## config.mk

```make
export PLATFORM = sky130hd
export DESIGN_NAME = uuid_base_table
export DESIGN_NICKNAME = d
export VERILOG_FILES = /design/src/hw/rtl/ubt_pkg.sv /design/src/hw/rtl/ubt_store.sv /design/src/hw/rtl/ubt_unit.sv /design/src/hw/rtl/uuid_base_table.sv
export SDC_FILE = /design/constraint.sdc
export NUM_CORES = 1
export LEC_CHECK = 0
export BUFFER_PORTS_ARGS = -buffer_cell sky130_fd_sc_hd__buf_2
export CORE_ASPECT_RATIO = 0.5
export CORE_MARGIN = 1.5
export CORE_UTILIZATION = 55
export DETAILED_ROUTE_END_ITERATION = 10
export GPL_TIMING_DRIVEN = 0
export PLACE_DENSITY = 0.83
export SYNTH_ARGS = -nofsm -noshare
export SYNTH_HDL_FRONTEND = slang
export SYNTH_SLANG_ARGS = --single-unit
```

## constraint.sdc

```tcl
create_clock -name clk -period 19.26 [get_ports clk]
set_clock_uncertainty 0.1 [all_clocks]
set_input_delay 3.852 -clock clk [delete_from_list [all_inputs] [get_ports clk]]
set_output_delay 3.852 -clock clk [all_outputs]
set_load 0.1 [all_outputs]
```

## src/hw/rtl/ubt_pkg.sv

```systemverilog
// Shared types and constants for the UUID base table.
`default_nettype none

package ubt_pkg;

	typedef struct packed {
		logic [63:0] hi;
		logic [63:0] lo;
	} ubt_uuid_t;

	// Bluetooth SIG base 00000000-0000-1000-8000-00805F9B34FB.
	localparam logic [63:0] SIG_BASE_LOW  = 64'h8000_0080_5F9B_34FB;
	localparam logic [63:0] SIG_BASE_HIGH = 64'h0000_0000_0000_1000;

	localparam logic [2:0] REQ_FIND   = 3'd0;
	localparam logic [2:0] REQ_ADD    = 3'd1;
	localparam logic [2:0] REQ_GET    = 3'd2;
	localparam logic [2:0] REQ_EXPAND = 3'd3;
	localparam logic [2:0] REQ_COMP   = 3'd4;

	localparam logic [1:0] ST_OK       = 2'd0;
	localparam logic [1:0] ST_NOTFOUND = 2'd1;
	localparam logic [1:0] ST_FULL     = 2'd2;
	localparam logic [1:0] ST_BADIDX   = 2'd3;

	// Bytes 12-13 sit at bits 47:32 of the high half.
	localparam logic [63:0] SHORT16_CLEAR = 64'hFFFF_0000_FFFF_FFFF;

endpackage

`default_nettype wire

```

## src/hw/rtl/ubt_store.sv

```systemverilog
// Base table storage: entry 0 fixed to the SIG base, the rest written on add or compress.
`default_nettype none

module ubt_store
	import ubt_pkg::*;
#(
	parameter int ENTRIES = 4,
	parameter int IDX_W   = 2
) (
	input  wire logic             clk,
	input  wire logic             arst_n,
	input  wire logic [IDX_W-1:0] rd_addr,
	output ubt_uuid_t             rd_data_q,
	output logic                  rd_valid_q,
	input  wire logic             wr_en,
	input  wire logic [IDX_W-1:0] wr_addr,
	input  ubt_uuid_t             wr_data
);

	ubt_uuid_t          mem [ENTRIES];
	logic [ENTRIES-1:0] valid_q;

	always_ff @(posedge clk or negedge arst_n) begin
		if (!arst_n) begin
			valid_q    <= ENTRIES'(1);
			rd_valid_q <= 1'b0;
		end else begin
			rd_valid_q <= valid_q[rd_addr];
			if (wr_en) begin
				valid_q[wr_addr] <= 1'b1;
			end
		end
	end

	// Entry 0 is never written; a read of address 0 returns the fixed SIG base.
	always_ff @(posedge clk) begin
		if (wr_en) begin
			mem[wr_addr] <= wr_data;
		end
		if (rd_addr == '0) begin
			rd_data_q <= '{hi: SIG_BASE_HIGH, lo: SIG_BASE_LOW};
		end else begin
			rd_data_q <= mem[rd_addr];
		end
	end

	a_wr_not_entry0: assert property (@(posedge clk) disable iff (!arst_n)
		wr_en |-> wr_addr != '0)
		else $error("write aimed at the fixed SIG entry");

	a_wr_free_only: assert property (@(posedge clk) disable iff (!arst_n)
		wr_en |-> !valid_q[wr_addr])
		else $error("write replaced a valid entry");

	a_rd_in_range: assert property (@(posedge clk) disable iff (!arst_n)
		{1'b0, rd_addr} < (IDX_W+1)'(ENTRIES))
		else $error("read address beyond the table");

endmodule

`default_nettype wire

```

## src/hw/rtl/ubt_unit.sv

```systemverilog
// Shared unit: 128-bit entry compare and short UUID overlay.
`default_nettype none

module ubt_unit
	import ubt_pkg::*;
(
	input  ubt_uuid_t         key,
	input  ubt_uuid_t         ent,
	input  wire logic         ent_valid,
	input  wire logic [31:0]  short_value,
	input  wire logic         short_is_32,
	output logic              hit,
	output ubt_uuid_t         expd
);

	always_comb begin
		hit     = ent_valid && (ent == key);
		expd.lo = ent.lo;
		if (short_is_32) begin
			expd.hi = {short_value, ent.hi[31:0]};
		end else begin
			expd.hi = {ent.hi[63:48], short_value[15:0], ent.hi[31:0]};
		end
	end

endmodule

`default_nettype wire

```

## src/hw/rtl/uuid_base_table.sv

```systemverilog
// Top level of the UUID base table: request sequencer and result register.
//
//   channel | handshake             | payload
//   --------+-----------------------+------------------------------------------
//   in      | in_valid / in_ready   | req_type uuid_low uuid_high base_index
//           |                       | short_value short_is_32
//   out     | out_valid / out_ready | status found_index short_out full_low
//           |                       | full_high
//
// Find, add and compress walk the table one entry at a time (registered
// read, then compare), from entry 0 up to the last; a hit ends the walk
// early. Get, expand and unknown requests do a single read and compare.
// Reset leaves only entry 0 (the SIG base) valid; no clearing pass is needed.
// in_ready is high only while no request is in progress. A result waiting on
// out_ready holds the sequencer at its last step until the output beat frees.
`default_nettype none

module uuid_base_table
	import ubt_pkg::*;
#(
	parameter int ENTRIES = 4
) (
	input  wire logic        clk,
	input  wire logic        arst_n,
	input  wire logic        in_valid,
	output logic             in_ready,
	input  wire logic [2:0]  req_type,
	input  wire logic [63:0] uuid_low,
	input  wire logic [63:0] uuid_high,
	input  wire logic [7:0]  base_index,
	input  wire logic [31:0] short_value,
	input  wire logic        short_is_32,
	output logic             out_valid,
	input  wire logic        out_ready,
	output logic [1:0]       status,
	output logic [7:0]       found_index,
	output logic [15:0]      short_out,
	output logic [63:0]      full_low,
	output logic [63:0]      full_high
);

	localparam int IDX_W = (ENTRIES > 1) ? $clog2(ENTRIES) : 1;

	typedef enum logic [1:0] {
		IDLE,
		READ,
		CMP
	} state_t;

	state_t           state_q;
	logic [IDX_W-1:0] k_q;
	logic [2:0]       req_q;
	ubt_uuid_t        key_q;
	logic             idx_ok_q;
	logic [31:0]      sv_q;
	logic             is32_q;
	logic [15:0]      sout_q;
	logic [IDX_W-1:0] free_q;
	logic             free_hit_q;

	logic             out_valid_q;
	logic [1:0]       status_q;
	logic [7:0]       found_q;
	logic [15:0]      short_q;
	ubt_uuid_t        full_q;

	ubt_uuid_t        rd_data;
	logic             rd_valid;
	logic             hit;
	ubt_uuid_t        expd;

	logic             is_search;
	logic             last;
	logic             slot_free;
	logic             new_free;
	logic             fin;
	logic             go;
	logic             wr_en;
	logic [IDX_W-1:0] free_idx;
	logic [1:0]       r_status;
	logic [7:0]       r_found;
	ubt_uuid_t        r_full;

	ubt_store #(
		.ENTRIES (ENTRIES),
		.IDX_W   (IDX_W)
	) u_store (
		.clk        (clk),
		.arst_n     (arst_n),
		.rd_addr    (k_q),
		.rd_data_q  (rd_data),
		.rd_valid_q (rd_valid),
		.wr_en      (wr_en),
		.wr_addr    (free_idx),
		.wr_data    (key_q)
	);

	ubt_unit u_unit (
		.key         (key_q),
		.ent         (rd_data),
		.ent_valid   (rd_valid),
		.short_value (sv_q),
		.short_is_32 (is32_q),
		.hit         (hit),
		.expd        (expd)
	);

	always_comb begin
		is_search = (req_q == REQ_FIND) || (req_q == REQ_ADD) || (req_q == REQ_COMP);
		last      = (k_q == IDX_W'(ENTRIES - 1));
		slot_free = !out_valid_q || out_ready;
		new_free  = (k_q != '0) && !rd_valid && !free_hit_q;
		free_idx  = free_hit_q ? free_q : k_q;
		fin       = 1'b0;
		wr_en     = 1'b0;
		r_status  = ST_BADIDX;
		r_found   = '0;
		r_full    = '0;
		if (state_q == CMP) begin
			if (is_search) begin
				if (hit) begin
					fin      = 1'b1;
					r_status = ST_OK;
					r_found  = 8'(k_q);
				end else if (last) begin
					fin = 1'b1;
					if (req_q == REQ_FIND) begin
						r_status = ST_NOTFOUND;
					end else if (free_hit_q || new_free) begin
						r_status = ST_OK;
						r_found  = 8'(free_idx);
						wr_en    = slot_free;
					end else begin
						r_status = ST_FULL;
						r_found  = (req_q == REQ_COMP) ? 8'(ENTRIES) : 8'd0;
					end
				end
			end else begin
				fin = 1'b1;
				if ((req_q == REQ_GET || req_q == REQ_EXPAND) && idx_ok_q && rd_valid) begin
					r_status = ST_OK;
					r_full   = (req_q == REQ_EXPAND) ? expd : rd_data;
				end
			end
		end
		go = fin && slot_free;
	end

	always_ff @(posedge clk or negedge arst_n) begin
		if (!arst_n) begin
			state_q     <= IDLE;
			k_q         <= '0;
			free_hit_q  <= 1'b0;
			out_valid_q <= 1'b0;
		end else begin
			// A new result loaded in the same cycle keeps the output beat valid.
			if (out_valid_q && out_ready && !go) begin
				out_valid_q <= 1'b0;
			end
			case (state_q)
				IDLE: begin
					if (in_valid) begin
						req_q      <= req_type;
						sv_q       <= short_value;
						is32_q     <= short_is_32;
						idx_ok_q   <= base_index < 8'(ENTRIES);
						free_hit_q <= 1'b0;
						key_q.lo   <= uuid_low;
						// Compress looks up the base with bytes 12-13 cleared.
						if (req_type == REQ_COMP) begin
							key_q.hi <= uuid_high & SHORT16_CLEAR;
							sout_q   <= uuid_high[47:32];
						end else begin
							key_q.hi <= uuid_high;
							sout_q   <= '0;
						end
						if ((req_type == REQ_GET || req_type == REQ_EXPAND)
								&& base_index < 8'(ENTRIES)) begin
							k_q <= base_index[IDX_W-1:0];
						end else begin
							k_q <= '0;
						end
						state_q <= READ;
					end
				end
				READ: begin
					state_q <= CMP;
				end
				CMP: begin
					if (go) begin
						out_valid_q <= 1'b1;
						status_q    <= r_status;
						found_q     <= r_found;
						short_q     <= sout_q;
						full_q      <= r_full;
						state_q     <= IDLE;
					end else if (!fin) begin
						if (new_free) begin
							free_hit_q <= 1'b1;
							free_q     <= k_q;
						end
						k_q     <= k_q + 1'b1;
						state_q <= READ;
					end
				end
				default: begin
					state_q <= IDLE;
				end
			endcase
		end
	end

	assign in_ready    = (state_q == IDLE);
	assign out_valid   = out_valid_q;
	assign status      = status_q;
	assign found_index = found_q;
	assign short_out   = short_q;
	assign full_low    = full_q.lo;
	assign full_high   = full_q.hi;

	a_busy_after_accept: assert property (@(posedge clk) disable iff (!arst_n)
		(in_valid && in_ready) |=> !in_ready)
		else $error("sequencer took a beat but did not start work");

	a_ok_index_in_range: assert property (@(posedge clk) disable iff (!arst_n)
		(out_valid && status == ST_OK) |-> found_index < 8'(ENTRIES))
		else $error("ok result names an index beyond the table");

	a_fail_no_uuid: assert property (@(posedge clk) disable iff (!arst_n)
		(out_valid && status != ST_OK) |-> (full_low == '0 && full_high == '0))
		else $error("failed request carries uuid data");

	a_write_once: assert property (@(posedge clk) disable iff (!arst_n)
		wr_en |=> !wr_en)
		else $error("table filled twice for one request");

endmodule

`default_nettype wire
```

==> flow_metrics.env <==
export IMPL_cts_buffers_inserted=81
export IMPL_netlist_area_sq_um=35600
export IMPL_async_flop_share=0.0112
export IMPL_grt_max_degree=65
export IMPL_via_per_inst=5.99
export IMPL_slew_headroom=0.166
export IMPL_core_sq_um=63500
export IMPL_cp_cell_sequence="buf_2, nand2b_1, or3b_2, clkbuf_1, nor4b_2, buf_4, buf_4, buf_4, buf_4, buf_6, buf_4, buf_4"
export IMPL_synth_top_area_cell="edfxtp_1"
export IMPL_first_global_vias=20000
export IMPL_finalCriticalPeriod_ns=6.96
export IMPL_max_freq_ghz=0.144
export IMPL_cp_num_buf_inv=9
export IMPL_cp_common_cell="buf_4"
export IMPL_cp_required_ns=19.48
export IMPL_cp_depth=12
export IMPL_p_leak_nw=14.3
export IMPL_drive_above_1_share=0.288
export IMPL_cts_hold_buffers_added=0
export IMPL_chipHeight_um=183
export IMPL_root_buffer="clkbuf_16"
export IMPL_start_util=0.560
export IMPL_route_detailed_drc=0
export IMPL_ys_types=58
export IMPL_ys_seq_area_frac=0.792
export IMPL_finalSetupViolCount=0
export IMPL_cp_startpoint="out_ready"
export IMPL_rsz0062_at_grt="false"
export IMPL_clockBufferDepth=3
export IMPL_die_x_um=363
export IMPL_r2r_slack_ns=12.71
export IMPL_ir_worst_vdd_v=0.0000707
export IMPL_power_density_nw_per_um2=137
export IMPL_hold_viol_final=0
export IMPL_r2r_start="k_q[1]"
export IMPL_maxCapViolations=0
export IMPL_dpl_hpwl_um=62800
export IMPL_period_share=0.361
export IMPL_critical_path_class="in2reg"
export IMPL_synth_top_cell_area_share=0.712
export IMPL_fillers=3818
export IMPL_grt_pass1_wl_um=132000
export IMPL_antenna_found_initial=7
export IMPL_status="complete, no violations"
export IMPL_gr_total_overflow=0
export IMPL_critPathCaptureType="register"
export IMPL_critPathTopFamily="buffers and inverters"
export IMPL_htree_num_levels=3
export IMPL_cts_repair_resized=0
export IMPL_yosys_warnings=0
export IMPL_drtAntennaViolNets=0
export IMPL_syn_inst=1864
export IMPL_reg2reg_to="u_store.mem[2][21]"
export IMPL_grt_util_all_layers=0.279
export IMPL_clk_latency_ns=0.64
export IMPL_worstPathArrival_ns=7.18
export IMPL_final_nets=2512
export IMPL_setup_tns_ns=0
export IMPL_numClockSinks=983
export IMPL_path_clk_slew_ns=0.06
export IMPL_critPathMaxStageDelay_ns=0.86
export IMPL_worstMarginPinSlew_ns=1.25
export IMPL_cp_slowest_cell="nor4b_2"
export IMPL_synthFlopType="edfxtp_1"
export IMPL_cts_tree="yes"
export IMPL_instances_no_fill=3275
export IMPL_hold_path_class="reg2reg"
export IMPL_crit_fanout=8
export IMPL_io_pins=332
export IMPL_worstRegToRegCells=17
export IMPL_drt_total_wl_um=92400
export IMPL_synth_edff_count=844
export IMPL_gp_congestion=0.885
export IMPL_ys_seq_elements=983
export IMPL_fp_row_count=65
export IMPL_route_vias_total=19618
export IMPL_cp_start_kind="primary input"
export IMPL_placedCellCount=3122
export IMPL_drt_first_iter_violations=2632
export IMPL_endpoint="u_store.mem[2][21]"
export IMPL_drt_pass1_iterations=7
export IMPL_slew_violations=0
export IMPL_finalPower_mw=5.75
export IMPL_area_growth_pct=17.7
export IMPL_routedWlPerCell_um=28.2
export IMPL_syn_avg_cell_area_sq_um=19.1
export IMPL_synth_area_top_cells="edfxtp_1 (71%), mux4_2 (8.2%), dfxtp_1 (7.2%)"
export IMPL_dieArea_sq_um=66300
export IMPL_port_buffers=326
export IMPL_cts_setup_buffers=0
kinds of logic (layout without fill, tap and decap cells):
logic type,after synthesis,in the layout,synth area share
DFF,983,983,0.792
and+or+nand+nor,471,471,0.0768
muxes,132,132,0.0825
buffers and inverters,117,649,0.0134
AOI/OAI and AO/OA,93,93,0.0187
xor gates and xnor gates,64,64,0.0157
adders and majority gates,3,3,0.000984
other,1,9,0.000105
worst min-delay path by stage:
stage / slack, ns / start / depth (start not counted) / to
after global placement: 0.30 / sout_q[14] / 0 / short_out[14]
final: 0.32 / sout_q[14] / 0 / short_out[14]
after CTS: 0.32 / sout_q[10] / 0 / short_out[10]
after floorplan: 0.30 / sout_q[0] / 0 / short_out[0]
after global routing: 0.33 / sout_q[14] / 0 / short_out[14]
after detailed placement: 0.30 / sout_q[12] / 0 / short_out[12]
cell usage in the layout (no fill, tap or decap), types with 20 or more instances in the layout:
cell       Yosys  routed
xnor2_1       61      61
nor2_1        22      21
inv_1         43      43
buf_6          1      20
clkbuf_1      53      72
nand2b_1      34      34
and2_1       100     100
or2_2         24      24
edfxtp_1     844     844
dfxtp_1      128     128
buf_2          9     335
mux4_2       129     129
clkbuf_16      0      83
buf_4          5      21
nor2b_1      162     161
a21oi_1       37      37
nand2_1       72      72
through the flow:
stage	hold WS (ns)	area, sq um	setup slack (ns)	util
after floorplan	0.300	35600	0.519	-
after global routing	0.327	41900	12.20	0.659
final	0.319	41900	12.30	0.660
after detailed placement	0.305	39200	11.78	0.617
after global placement	0.301	38300	-10.21	0.603
after CTS	0.320	41900	12.37	0.659
sequential cells by signal, indices dropped and copies added, names as in the netlist, 4 cells and up:
name	cells
key_q	128
full_high	64
sout_q	16
u_store.mem	512
full_low	64
short_out	16
u_store.rd_data_q	128
sv_q	32
u_store.valid_q	4
per-layer routing:
| metal | GRT usage | part of all wire | up-vias |
|---|---|---|---|
| li1 | - | - | 8045 |
| met1 | 0.336 | 0.33 | 9790 |
| met2 | 0.464 | 0.49 | 1456 |
| met3 | 0.0744 | 0.11 | 323 |
| met4 | 0.154 | 0.061 | 4 |
| met5 | 0 | 0.00026 | - |
cell usage after synthesis (3+ instances only):
master / instances
nor4_1: 13
xnor2_1: 61
edfxtp_1: 844
clkbuf_1: 53
or3_1: 4
a21oi_1: 37
and3_1: 3
a2111o_1: 13
dfxtp_1: 128
buf_2: 9
nand2b_1: 34
o22ai_1: 13
nor2_1: 22
or2_2: 24
mux4_2: 129
xor2_1: 3
buf_1: 6
and2_1: 100
dfrtp_1: 10
nor2b_1: 162
o2111ai_1: 10
nor3_1: 7
inv_1: 43
nand4_1: 19
nand2_1: 72
buf_4: 5
mux2i_1: 3
cell type report:
type                    instances  area (sq um)  area share
clock buffers                 115          2330      0.0556
plain buffers                  74           315     0.00753
diodes                          4          10.0    0.000239
inverters                      43           161     0.00385
flip-flops and latches        983         28200       0.673
well taps                     871          1090      0.0260
multi-input cells             768          6990       0.167
repair buffers                383          2460      0.0587
clock inverters                34           352     0.00839
where the power goes:
| group | internal (mW) | total [mW] | switching [mW] |
|---|---|---|---|
| registers | 2.54 | 2.72 | 0.176 |
| logic | 0.485 | 1.36 | 0.878 |
| clock network | 0.928 | 1.67 | 0.742 |
| total | 3.96 | 5.75 | 1.80 |
No activity file was read; power rests on OpenSTA's default activity.
